File: config.mk
export PLATFORM = sky130hd
export DESIGN_NAME = pecdf_front
export DESIGN_NICKNAME = d
export VERILOG_FILES = /design/src/rtl/pecdf_pkg.sv /design/src/rtl/pecdf_front.sv
export SDC_FILE = /design/constraint.sdc
export NUM_CORES = 1
export LEC_CHECK = 0
export BUFFER_PORTS_ARGS = -buffer_cell sky130_fd_sc_hd__clkbuf_2
export CORE_ASPECT_RATIO = 0.9
export CORE_MARGIN = 2
export CORE_UTILIZATION = 36
export DETAILED_ROUTE_END_ITERATION = 10
export GPL_TIMING_DRIVEN = 1
export SLEW_MARGIN = 5
export SYNTH_ARGS = -nofsm -noshare
export SYNTH_HDL_FRONTEND = slang
export SYNTH_SLANG_ARGS = --single-unit
File: constraint.sdc
create_clock -name clk -period 5 [get_ports clk]
set_input_delay 0.25 -clock clk [delete_from_list [all_inputs] [get_ports clk]]
set_output_delay 0.25 -clock clk [all_outputs]
set_load 0.01 [all_outputs]
File: src/rtl/pecdf_pkg.sv
// shared types and constants for the piecewise exponential cdf block
package pecdf_pkg;

  localparam int unsigned QDEPTH = 4;
  localparam int unsigned QPTRW  = $clog2(QDEPTH);
  localparam logic [30:0] EXP_M1 = 31'd1580030169;
  localparam logic [3:0]  TERMS  = 4'd14;
  localparam logic [5:0]  DIVBITS = 6'd33;

  typedef struct packed {
    logic        last;
    logic        first_below;
    logic [31:0] len_a;
    logic [31:0] rate_a;
    logic [31:0] len_b;
    logic [31:0] rate_b;
  } entry_t;

  typedef enum logic [3:0] {
    S_IDLE, S_MA, S_AA, S_MB, S_AB, S_EX0, S_TM, S_DV, S_UPD, S_KM, S_FIN
  } state_t;

endpackage

File: src/rtl/pecdf_front.sv
// front end: holds the open interval and turns items into hazard terms
module pecdf_front (
  input  logic                clk,
  input  logic                rst_n,
  input  logic                acc,
  input  logic [31:0]         q,
  input  logic [31:0]         c,
  input  logic [31:0]         r,
  input  logic                last,
  output pecdf_pkg::entry_t   ent
);

  logic [31:0] pst_r, pst_nxt;
  logic [31:0] prt_r, prt_nxt;
  logic        pv_r, pv_nxt;
  logic        fb_r, fb_nxt;
  logic [31:0] endt;

  always_comb begin
    endt = (q < c) ? q : c;
    ent.last        = last;
    ent.first_below = pv_r ? fb_r : (q < c);
    ent.len_a       = (pv_r && endt > pst_r) ? endt - pst_r : 32'd0;
    ent.rate_a      = prt_r;
    ent.len_b       = (last && q > c) ? q - c : 32'd0;
    ent.rate_b      = r;
    pst_nxt = pst_r;
    prt_nxt = prt_r;
    pv_nxt  = pv_r;
    fb_nxt  = fb_r;
    if (acc) begin
      if (last) begin
        pst_nxt = 32'd0;
        prt_nxt = 32'd0;
        pv_nxt  = 1'b0;
        fb_nxt  = 1'b0;
      end else begin
        pst_nxt = c;
        prt_nxt = r;
        pv_nxt  = 1'b1;
        fb_nxt  = ent.first_below;
      end
    end
  end

  always_ff @(posedge clk) begin
    if (!rst_n) begin
      pst_r <= 32'd0;
      prt_r <= 32'd0;
      pv_r  <= 1'b0;
      fb_r  <= 1'b0;
    end else begin
      pst_r <= pst_nxt;
      prt_r <= prt_nxt;
      pv_r  <= pv_nxt;
      fb_r  <= fb_nxt;
    end
  end

endmodule

* After elaboration in Yosys (flattened, before gate mapping)
Index checks and enable logic that the tools add are counted.
** Word-level totals
- Logic and storage cells :: 19
- Register bits after elaboration :: 66
- Input port bits :: 100
- Output and inout port bits :: 130
** Cells by class
- Multiplexer cells :: 8
- $lt $le $gt $ge :: 3
- Add/sub/neg operators :: 2
- Reduce and logical (&&, ||, !) cells :: 2
** Operator list (count)
- $mux W32 :: 5
- $gt A32 B32 Y1 :: 2
- $sub A32 B32 Y32 :: 2
- $lt A32 B32 Y1 :: 1
- $mux W1 :: 3
- $logic_and A1 B1 Y1 :: 2

* Longest topological paths before layout
- Depth after elaboration :: 5
- Gate-level depth with buffers :: 25
- Mapped depth without buffers :: 21

* Worst setup path after synthesis
Ideal clock, no wire load.
- Kind :: in2out
- Start point :: input port q[0]
- End point :: output port ent[111] in the netlist's numbering
- Data arrival time :: 4563 ps
- Stages on the path :: 22
- Data required time :: 4750 ps
- Buffers on the path :: 2
- Slack :: 187 ps
- Cell sequence :: inv_1 > ha_1 > inv_1 > fa_1 > a21o_1 > a21oi_1 > o21ai_0 > a211o_1 > nand3b_4 > and2_4 > buf_2 > mux2i_1 > ha_1 > fa_1 > and2b_1 > o2111ai_1 > and3_1 > or3_4 > a211o_1 > and2_4 > buf_6 > nor3b_1
** RTL lines
- from (decl) :: RTL line pecdf_front.sv:6 : input logic [31:0] q,
- to (decl) :: RTL line pecdf_front.sv:10 : output pecdf_pkg::entry_t ent

==> impl_metrics.json <==
{
  "syn2layout_area_growth_pct": 32.2,
  "fin_skew_ns": 0.000135,
  "drive_above_1_share_pct": 30.0,
  "worstSkewPairLatency_ns": 0.33,
  "stdcell_area_um2": 9620,
  "cts_tree": "built",
  "ys_types": 68,
  "cp_num_cells": 23,
  "drt_first_pass_iters": 5,
  "grt-ovfl-total": 0,
  "first_global_vias": 7509,
  "finalPower_mw": 2.53,
  "cp.buffers_inverters": 5,
  "avgRoutedWirePerCell_um": 15.6,
  "rr_endpoint": "fb_r",
  "initial_core_util_pct": 36.5,
  "fp-row-count": 49,
  "hold_class": "primary input to flip-flop",
  "max_freq_ghz": 0.204,
  "ys_seq_area_share_pct": 18.2,
  "grt_start_max_net_pins": 79,
  "layout_setup_ws_ns": 0.108,
  "r2r_slack_ns": 4.06,
  "antenna_found_initial": 5,
  "crit_chain": "buf_6 > inv_4 > ha_4 > inv_2 > fa_2 > a21o_1 > a21oi_2 > o21ai_2 > a211o_1 > nand3b_4 > and2_4 > mux2i_1 > ha_2 > fa_2 > and2b_1 > o2111ai_2 > and3_4 > or3_4 > a211o_1 > and2_4 > buf_12 > nor3_4 > buf_2",
  "outcome": "complete, no violations",
  "syn_inst": 1041,
  "report.final.slew_viol_count": 0,
  "irDropWorstVdd_mv": 0.154,
  "fin_crit_sh_pct": 97.8,
  "root_buffer": "clkbuf_16",
  "syn-num-nets": 1207,
  "netlist_area_um2": 7270,
  "routed_via_density": 5.08,
  "crit_family": "simple AND/OR/NAND/NOR gates",
  "instances_no_fill": 1571,
  "leakagePower_nw": 4.78,
  "rr_startpoint": "pv_r",
  "die_x_um": 154,
  "setup_viol": 0,
  "clk_path_buf_depth": 2,
  "ios": 230,
  "grt_use_total_pct": 21.8,
  "ant_nets": 0,
  "cts.reportedPaths.clkPinSlew_ns": 0.06,
  "hold_viol_final": 0,
  "min_period_ns": 4.89,
  "htree_levels": 3,
  "cpPeakStageDelay_ns": 0.39,
  "place_area_um2": 9050,
  "core_area_um2": 19900,
  "drt_iter0_markers": 601,
  "cts_sinks": 66,
  "die_h_um": 139,
  "grt_pass1_wl_mm": 38.0,
  "layout.nets": 1474,
  "timing_worst_setup_path_type": "primary input to primary output",
  "required_ns": 4.75,
  "n_fill_cell": 2018,
  "r2r_cells": 4,
  "endpoint_kind": "primary output",
  "place_ws_ns": -0.140,
  "routed_wl_mm": 24.4,
  "gp_congestion": 0.954,
  "p_per_area_nw_per_um2": 263,
  "die-area_um2": 21400,
  "rsz0062_at_grt": "true",
  "drc": 0,
  "portBuffers": 229,
  "hold_buffers": 0,
  "placedCellCount": 1545,
  "async_reset_ff_share_pct": 0,
  "cpMaxStageDelayCell": "fa_2",
  "cp-start-kind": "primary input",
  "yosysWarnings": 0,
  "worstSetupStartpoint": "q[0]",
  "syn_area_per_cell_um2": 6.99,
  "dpl.hpwl_mm": 19.5,
  "cts_inserted_buffers": 9,
  "worstPathArrival_ns": 4.64,
  "num_vias": 7980,
  "cp_max_fo": 7,
  "ys.flop_type": "dfxtp_1",
  "worst_pin_slew_ns": 1.10,
  "crit_path_end": "ent[98]",
  "synth_edf_count": 0,
  "cap_violations": 0,
  "ys_ff_latch": 66,
  "max_slew_margin_pct": 26.4
}
==> layout by cell type (no fill, tap or decap), types with 5 or more instances in the layout <==
| master | netlist | routed |
|---|---|---|
| a21oi_1 | 101 | 97 |
| a21oi_2 | 1 | 5 |
| nand2_1 | 110 | 110 |
| clkbuf_2 | 0 | 223 |
| xor2_1 | 19 | 19 |
| nor2b_1 | 72 | 71 |
| a21o_1 | 38 | 38 |
| o22ai_1 | 28 | 28 |
| inv_1 | 86 | 83 |
| nor3_1 | 9 | 8 |
| a31oi_1 | 10 | 10 |
| xnor2_1 | 27 | 27 |
| nand2b_1 | 13 | 13 |
| dfxtp_1 | 66 | 66 |
| ha_1 | 64 | 60 |
| o21bai_1 | 9 | 9 |
| and3_1 | 9 | 8 |
| nand4_1 | 13 | 13 |
| o31ai_1 | 8 | 7 |
| o21ai_0 | 64 | 62 |
| nand3_1 | 15 | 15 |
| mux2i_1 | 5 | 5 |
| buf_4 | 34 | 106 |
| and2_1 | 36 | 36 |
| nor2_1 | 82 | 81 |
| o211ai_1 | 6 | 6 |
| clkbuf_16 | 0 | 11 |
| o21a_1 | 6 | 6 |
==> cell usage after synthesis, types with 6 or more instances <==
library cell	number	share of area, %
nand2b_1	13	1.1
dfxtp_1	66	18
and3_1	9	0.77
buf_2	6	0.41
ha_1	64	11
a31oi_1	10	0.86
nand3_1	15	1.0
o21bai_1	9	0.93
a21o_1	38	3.9
xnor2_1	27	3.3
xor2_1	19	2.3
o21ai_0	64	4.4
nand4_1	13	1.1
a21oi_1	101	7.0
buf_6	6	0.93
and2_1	36	3.1
inv_1	86	4.4
nor3_1	9	0.62
buf_4	34	3.5
clkbuf_1	33	1.7
o21a_1	6	0.62
o22ai_1	28	2.4
o211ai_1	6	0.62
nor2b_1	72	6.2
nor2_1	82	4.2
o31ai_1	8	0.83
nand2_1	110	5.7
==> flip-flops by register name (all words and copies together), names as in the netlist <==
signal / flops
fb_r: 1
pv_r: 1
pst_r: 32
prt_r: 32
==> logic make-up (layout without fill, tap and decap cells) <==
group | after synthesis | in the layout | synth area share, %
AND/OR/NAND/NOR | 380 | 380 | 26.3
flip-flops | 66 | 66 | 18.2
AO/OA/AOI/OAI | 308 | 308 | 26.4
other | 0 | 3 | 0
multiplexers | 6 | 6 | 0.843
adder cells (fa/ha/maj) | 66 | 66 | 11.6
XOR/XNOR | 46 | 46 | 5.54
buffers and inverters | 169 | 441 | 11.2
==> metal layers <==
| layer | up-vias | wire [µm] | GRT usage (%) |
|---|---|---|---|
| li1 | 4096 | - | - |
| met1 | 3606 | 11700 | 30.1 |
| met2 | 240 | 10700 | 34.2 |
| met3 | 34 | 1400 | 4.25 |
| met4 | 4 | 571 | 6.89 |
| met5 | - | 23 | 0 |
==> worst reg2reg max path: stages, from the launching register on <==
cell     delay (ns)
dfxtp_1        0.33
inv_1          0.13
o21ai_0        0.10
a32oi_1        0.21
nor2b_1        0.06
==> how the worst min path moves through the flow <==
stage | startpoint | endpoint | slack, ns | cells past startpoint
detailed placement | pv_r | pv_r | 0.50 | 1
global placement | fb_r | fb_r | 0.49 | 2
CTS | r[26] | prt_r[26] | 0.15 | 3
floorplan | c[0] | pst_r[0] | 0.41 | 2
global route | r[26] | prt_r[26] | 0.19 | 3
finish | r[26] | prt_r[26] | 0.17 | 3
==> through the flow <==
step	setup TNS, ns	hold WS, ns	util [%]
after global routing	-0.220	0.185	48.3
after global placement	-0.227	0.487	45.4
final	0	0.167	48.3
after floorplan	0	0.411	-
after detailed placement	-0.306	0.499	45.4
after CTS	0	0.153	47.2
==> power breakdown <==
part	switching, mW	internal [mW]	leakage [nW]
Combinational	0.690	0.584	4.08
Clock	0.259	0.442	0.162
Sequential	0.00755	0.547	0.539
Total	0.957	1.57	4.78
==> layout make-up <==
cell class	instances	area, µm²	share of cell area (%)
clock inverter	7	103	1.07
multi-input combinational	806	5270	54.8
timing repair buffer	339	2040	21.3
inverter	86	325	3.38
clock buffer	9	225	2.34
antenna	3	7.51	0.0781
tap	255	319	3.32
sequential	66	1320	13.7
==> timing repair <==
action,CTS,global route
pin swaps,1,23
buffers inserted,1,4
cloned,0,2
gates resized for setup,4,37
setup endpoints to repair,11,32
(Power assumes the default switching activity.)
