File: src/rtl/pecdf_pkg.sv
// shared types and constants for the piecewise exponential cdf block
package pecdf_pkg;

  localparam int unsigned QDEPTH = 4;
  localparam int unsigned QPTRW  = $clog2(QDEPTH);
  localparam logic [30:0] EXP_M1 = 31'd1580030169;
  localparam logic [3:0]  TERMS  = 4'd14;
  localparam logic [5:0]  DIVBITS = 6'd33;

  typedef struct packed {
    logic        last;
    logic        first_below;
    logic [31:0] len_a;
    logic [31:0] rate_a;
    logic [31:0] len_b;
    logic [31:0] rate_b;
  } entry_t;

  typedef enum logic [3:0] {
    S_IDLE, S_MA, S_AA, S_MB, S_AB, S_EX0, S_TM, S_DV, S_UPD, S_KM, S_FIN
  } state_t;

endpackage

File: src/rtl/pecdf_queue.sv
// short queue of hazard terms between front and back
module pecdf_queue (
  input  logic              clk,
  input  logic              rst_n,
  input  logic              wr,
  input  pecdf_pkg::entry_t wdata,
  input  logic              rd,
  output pecdf_pkg::entry_t rdata,
  output logic              full,
  output logic              empty
);

  pecdf_pkg::entry_t mem [pecdf_pkg::QDEPTH];
  logic [pecdf_pkg::QPTRW-1:0] wp_r, rp_r;
  logic [pecdf_pkg::QPTRW:0]   cnt_r;

  assign full  = (cnt_r == (pecdf_pkg::QPTRW+1)'(pecdf_pkg::QDEPTH));
  assign empty = (cnt_r == '0);
  assign rdata = mem[rp_r];

  always_ff @(posedge clk) begin
    if (wr) mem[wp_r] <= wdata;
  end

  always_ff @(posedge clk) begin
    if (!rst_n) begin
      wp_r  <= '0;
      rp_r  <= '0;
      cnt_r <= '0;
    end else begin
      if (wr) wp_r <= wp_r + 1'b1;
      if (rd) rp_r <= rp_r + 1'b1;
      if (wr && !rd) cnt_r <= cnt_r + 1'b1;
      else if (rd && !wr) cnt_r <= cnt_r - 1'b1;
    end
  end

endmodule

File: config.mk
export PLATFORM = sky130hd
export DESIGN_NAME = pecdf_queue
export DESIGN_NICKNAME = d
export VERILOG_FILES = /design/src/rtl/pecdf_pkg.sv /design/src/rtl/pecdf_queue.sv
export SDC_FILE = /design/constraint.sdc
export NUM_CORES = 1
export LEC_CHECK = 0
export ABC_AREA = 1
export BUFFER_PORTS_ARGS = -buffer_cell sky130_fd_sc_hd__clkbuf_2
export CORE_UTILIZATION = 45
export CTS_CLUSTER_DIAMETER = 50
export DETAILED_ROUTE_END_ITERATION = 12
export PLACE_DENSITY = 0.72
export SYNTH_ARGS = -nofsm -noshare
export SYNTH_HDL_FRONTEND = slang
export SYNTH_SLANG_ARGS = --single-unit
File: constraint.sdc
create_clock -name clk -period 6.3 [get_ports clk]
set_input_delay 0.945 -clock clk [delete_from_list [all_inputs] [get_ports clk]]
set_output_delay 0.945 -clock clk [all_outputs]
set_load 0.005 [all_outputs]
### Word-level counts from Yosys, hierarchy flattened

Memories as Yosys holds them, arrays and structs flattened. A register that Yosys moved wholly into a read port is not among the register bits.
Cells that the tools add are included.

* register bits: 7
* memory bits (writable): 520
* bits of input ports: 134
* memories: 1

* $add $sub $neg: 4
* eq/ne operators: 1
* mux-type cells: 6
* reductions and logical operators: 6

Memories
* mem: depth 4, bits a word 130, rd ports 1, clocked after Yosys merged registers in 1, write ports 1, line pecdf_queue.sv:13 `pecdf_pkg::entry_t mem [pecdf_pkg::QDEPTH];`

Operators with widths (count)
* 2-to-1 mux 3 bit: 2
* adder 2 x 1 -> 2 bit, second input constant: 2
* 2-to-1 mux 2 bit: 2
* adder 3 x 1 -> 3 bit, second input constant: 1
* == test 3 bit, second input constant: 1
* logical NOT 3 bit: 1
* subtractor 3 x 1 -> 3 bit, second input constant: 1
* logical AND 1 bit: 2
* logical NOT 1 bit: 2
* 2-to-1 mux 1 bit: 2
* nonzero test 2 bit: 1

### Depth between registers and ports, before layout

Gate-level depths: netlist (run 1).

* word-level depth: 4
* mapped depth: 10
* depth with buffers taken out: 10

### Worst setup path before layout (run 1)

OpenSTA, ideal clock, no wires.

* path type: input port to flip-flop
* from: in wr
* to: mem mem[0][0] (netlist bit), enable pin
* library setup time: 483 ps
* data arrival time: 3483 ps
* required time: 5817 ps
* slack: 2334 ps
* stages on the path: 2
* path buffers: 0
* cell sequence: nand2_1 inv_1

* cells in the longest elaborated chain, start to end: 2

RTL lines
* start, declared: line pecdf_queue.sv:5 `input logic wr,`
* 2-to-1 mux 1 bit: line pecdf_queue.sv:22 `if (wr) mem[wp_r] <= wdata;`
* 2-to-1 mux 1 bit (implied by the code): line pecdf_queue.sv:22
* end, declared: line pecdf_queue.sv:13

Every way passes these cells.

==> reports/summary.txt, run 1 <==
Max Cap Viol = 0
Hold Path Class = reg -> reg
DIE AREA = 0.0447 sq mm
Leak pwr = 7.95 nW
Yosys top cell by area = edfxtp_1
Final Cycle Share = 0.644
Worst-Skew Late Latency = 570 ps
R2R setup slack = 3710 ps
Switching power = 1.68 mW
Setup crit end kind = output port
CTS tree = yes
Run status = finished, violations left
Post-cts resize count = 0
Startpoint types = flip-flop
Nets = 1703
Mapped Cells = 1315
CP Class = reg -> out
Relative slew slack = -0.0401
Syn_nets = 1455
Clock Path Buffers = 3
CTS Sinks = 529
Via Count = 11800
CTS Buf Count = 53
Register Area = 0.0158 sq mm
Detailed Route WL = 42.0 mm
Routability congestion estimate from global placement = 0.739
GRT Total Usage = 0.186
Flop pwr share = 0.542
Syn_area_per_cell = 15.0 sq um
Int Power = 5.82 mW
First-pass GRT wire length = 63.8 mm
Combinational share of power = 0.084
Synth top area share = 0.792
Worst-Margin Slew = 1560 ps
Ports = 266
Register area share after synthesis = 0.801
Critical Path RT = 5350 ps
Post-layout minimum cycle time = 4060 ps
Clock Skew = 8.98 ps
Core area = 0.0432 sq mm
Initial antenna violation count = 2
Port-buffer cells = 265
DRC violations left = 0
P per Cell Area = 328 mW/mm^2
Unrepaired setup endpoints after global routing = false
Fraction of layout cells with a size suffix above 1 = 0.219
H-tree depth = 2
Starting Density = 0.457
Pwr Total = 7.50 mW
Sw Share = 0.225
Area grow syn2layout = 16.0%
Largest net degree at the start of global routing = 261
Vias per Instance = 5.41
Vias in the first global route = 11600
Clk pwr share = 0.375
FILL cells = 3519
Final setup viols = 0
Die X = 211 um
GRT Residual Overflow = 0
Worst-path maximum fanout = 74
Final hold vios = 0
Pre-antenna DRT Iters = 5
Core Util, Final = 0.530
YS warnings = 0
Standard-cell rows = 76
Slew Limit Fails = 62
Post-DP HPWL = 23.2 mm
DRT antenna net count = 0
Failing checks = slew limit
Clock-pin slew on the worst setup and hold paths = 60 ps
Max VDD drop = 0.343 mV
Synthesized flop and latch total = 529
Smallest hold slack = 453 ps
Starting DRT DRC Count = 943
Fmax = 246 MHz
CTS Hold Bufs = 0
Die H = 211 um
Post-CTS Setup Bufs = 0
CP arrival = 3110 ps
WL/cell = 19.2 um
Top post-synthesis cells by area = edfxtp_1 (79%), nor2_1 (5.0%), o21ai_0 (5.0%)
Final TNS setup = 0 ps
Unique masters post-synth = 23
Mapped Area = 0.0197 sq mm
Root Buffer = clkbuf_16
Multi-input logic area = 0.00330 sq mm
-- sequential cells by signal, summed over array words and instances (netlist names), named ones only --
name,cells
mem,520
cnt_r,3
rp_r,2
wp_r,2
-- stage by stage --
step	setup slack, ps	area, sq um	cells
finish	2240	22900	2187
global route	2040	22900	2186
CTS	2220	22900	2186
detailed placement	2860	21400	2093
global placement	2980	21400	2093
floorplan	2330	19700	1315
-- cell type report --
cell class                 count  area share
antenna                        1    0.000109
clock buffer                  69      0.0606
clock inverter                24     0.00623
inverter                      17     0.00432
multi-input combinational    684       0.144
sequential                   529       0.691
tap                          585      0.0320
timing repair buffer         278      0.0622
-- kinds of logic after synthesis --
family | count (synthesis) | synth area share
AOI/OAI and AO/OA | 400 | 0.110
adders and majority gates | 6 | 0.00419
buffers and inverters | 102 | 0.0320
DFF | 529 | 0.801
and+or+nand+nor | 278 | 0.0532
-- power by group through the flow --
stage	clock [mW]	combinational (mW)	sequential, mW
after floorplan	0	0.349	4.14
after global placement	0	0.612	4.13
after detailed placement	0	0.630	4.14
after CTS	2.86	0.633	4.06
after global routing	2.99	0.693	4.07
final	2.81	0.628	4.06
-- Yosys cell counts --
master    count
o22ai_1     130
ha_1          5
dfxtp_1       9
buf_12        2
a21oi_1       4
clkbuf_1     40
buf_8         1
o21ai_1      70
inv_1        15
inv_12        1
buf_4         1
nand3_1       1
edfxtp_1    520
nor2_1      265
buf_2        14
inv_2         1
nand4_1       1
nand2_1       9
buf_6        22
nor3_1        2
o21ai_0     196
fa_1          1
clkbuf_2      5
-- worst max-delay path, stage by stage, from the launching register on --
cell,delay [ps]
dfxtp_4,550
buf_4,610
buf_4,670
o21ai_0,190
o22ai_1,280
clkbuf_2,170
-- worst paths after layout --
kind                                            from  cells after the start                    to
worst min register to register  rp_r[1]$_SDFFE_PN0P_                      1             flip-flop
worst max-delay path                       flip-flop                      5             rdata[66]
worst max register to register  wp_r[0]$_SDFFE_PN0P_                      5  mem[2][98]$_DFFE_PP_
worst min-delay path            rp_r[1]$_SDFFE_PN0P_                      1             flip-flop
-- layer usage --
layer | vias up | GRT usage | part of all wire
met2 | 420 | 0.298 | 0.47
met3 | 66 | 0.0513 | 0.089
met1 | 5870 | 0.243 | 0.42
li1 | 5484 | - | -
met4 | 0 | 0.0645 | 0.023
met5 | - | 0 | 0
-- layout by cell type (no fill, tap or decap), types with 2 or more instances in the layout --
| master | n |
|---|---|
| o21ai_0 | 196 |
| inv_1 | 11 |
| ha_1 | 5 |
| clkbuf_2 | 265 |
| clkinv_4 | 2 |
| o22ai_1 | 130 |
| inv_6 | 5 |
| nor3_1 | 2 |
| clkinv_1 | 13 |
| clkinv_2 | 6 |
| edfxtp_1 | 520 |
| a21oi_1 | 4 |
| nand2_1 | 9 |
| clkbuf_16 | 53 |
| o21ai_1 | 70 |
| dfxtp_4 | 2 |
| buf_4 | 13 |
| dfxtp_1 | 7 |
| nor2_1 | 265 |
| clkbuf_1 | 16 |
Note: power is estimated with default switching activity, not from simulation.
==> run 2: changes to the inputs <==
Clock period 6.3 ns to 4.1 ns, I/O delays scaled along.
==> run 2 against run 1 <==
Combinational power rose by 54%. The run now ends clean. Register-to-register slack got worse by 1700 ps. Sequential cell count did not move. Clock-buffer cell count did not move. Routed wire length rose by 1.9%. Die area did not move. Via count fell by 0.78%. Setup slack got worse by 1300 ps. Highest routed layer is now met5. Clock skew barely moved. Critical endpoint is now rdata[49]. Critical path depth fell by 1. Power rose by 62%. Sequential power rose by 54%.
==> reports/summary.txt, run 2 (synthesis results as in run 1) <==
Post-layout minimum cycle time = 3200 ps
Routability congestion estimate from global placement = 0.709
Smallest hold slack = 244 ps
Die X = 211 um
Hold Path Class = in -> reg
Final Cell Area = 0.0233 sq mm
CTS tree = yes
Starting Density = 0.457
Final setup viols = 0
Standard-cell rows = 76
P per Cell Area = 523 mW/mm^2
Largest register FFs = 520
Final Cycle Share = 0.782
WL/cell = 19.4 um
Startpoint types = flip-flop
Setup crit end kind = output port
Clock Skew = 8.65 ps
Placed Cells = 2096
Area grow syn2layout = 18.0%
Met2 Use GR = 0.308
CTS Hold Bufs = 0
Post-DP HPWL = 22.8 mm
Max Cap Viol = 0
Initial antenna violation count = 5
Post-cts resize count = 0
Dpl ws = 1510 ps
Largest net degree at the start of global routing = 261
First-pass GRT wire length = 64.6 mm
DIE AREA = 0.0447 sq mm
Core area = 0.0432 sq mm
Starting DRT DRC Count = 869
Most frequent cells in the layout = edfxtp_1 (520), nor2_1 (265), clkbuf_2 (265)
Pre-antenna DRT Iters = 5
Worst-path maximum fanout = 260
Via Count = 11700
CP arrival = 2590 ps
Fmax = 312 MHz
FILL cells = 3504
Fraction of layout cells with a size suffix above 1 = 0.229
Vias per Instance = 5.33
CP Class = reg -> out
Post-CTS Setup Bufs = 0
Relative slew slack = 0.255
GRT busiest layer = met2
CTS Buf Count = 56
Detailed Route WL = 42.8 mm
Largest regs = mem x520, cnt_r x3
GRT Total Usage = 0.189
Most common cell after layout, fill and taps aside = edfxtp_1
Max VDD drop = 0.442 mV
GR Util met1 = 0.237
Vias in the first global route = 11700
DRC violations left = 0
Worst-Skew Late Latency = 580 ps
Die H = 211 um
H-tree depth = 2
Most flop-heavy register = mem
Final TNS setup = 0 ps
Unrepaired setup endpoints after global routing = false
Clock Path Buffers = 3
GRT Residual Overflow = 0
Core Util, Final = 0.539
Placed inst area = 0.0215 sq mm
Ports = 266
Port-buffer cells = 265
Worst-Margin Slew = 1120 ps
M3 GR Usage = 0.0602
Fin worst setup slack = 895 ps
Pwr Total = 12.2 mW
Run status = finished, final reports clean
R2R setup slack = 2010 ps
Slew Limit Fails = 0
Leak pwr = 8.13 nW
Critical Path RT = 3480 ps
Fin cells = 2203
Clock-pin slew on the worst setup and hold paths = 60 ps
Nets = 1709
Root Buffer = clkbuf_16
DRT antenna net count = 0
CTS Sinks = 529
Final hold vios = 0
-- run 2: changes by cell type in the layout (fill, tap and decap cells not counted), sizes merged --
| cell | previous run | this run |
|---|---|---|
| buf | 13 | 16 |
| bufinv | 1 | 6 |
| clkinv | 21 | 22 |
| clkinvlp | 1 | 2 |
| diode | 1 | 4 |
| inv | 18 | 21 |
-- run 2: area by class of cell --
type | instances | area, sq um | share of cell area
Antenna cell | 4 | 10.0 | 0.000430
Clock buffer | 69 | 1470 | 0.0632
Clock inverter | 34 | 348 | 0.0149
Inverter | 17 | 98.8 | 0.00425
Multi-Input combinational cell | 684 | 3300 | 0.142
Sequential cell | 529 | 15800 | 0.679
Tap cell | 585 | 732 | 0.0314
Timing Repair Buffer | 281 | 1520 | 0.0654
-- run 2: worst paths after layout --
kind	start	end	cells after the start
min reg2reg	rp_r[1]$_SDFFE_PN0P_	flip-flop	1
max	flip-flop	rdata[49]	4
max reg2reg	wp_r[0]$_SDFFE_PN0P_	mem[0][68]$_DFFE_PP_	5
min	wdata[54]	mem[3][54]$_DFFE_PP_	1
-- run 2: power breakdown --
group / switching (mW) / internal (mW) / leakage, nW / total (mW)
sequential: 0.0635 / 6.18 / 4.85 / 6.25
clock: 2.01 / 2.94 / 0.885 / 4.95
combinational: 0.638 / 0.331 / 2.39 / 0.969
total: 2.72 / 9.45 / 8.13 / 12.2
-- run 2: routing by layer --
metal,vias to the layer above,wire (um)
met5,-,28
met4,4,1020
met3,74,3610
met2,339,20500
met1,5815,17600
li1,5516,-
-- run 2: critical path: stages (launching register included) --
cell	delay [ps]
dfxtp_4	400
buf_12	730
o21ai_0	280
o22ai_1	280
clkbuf_2	160
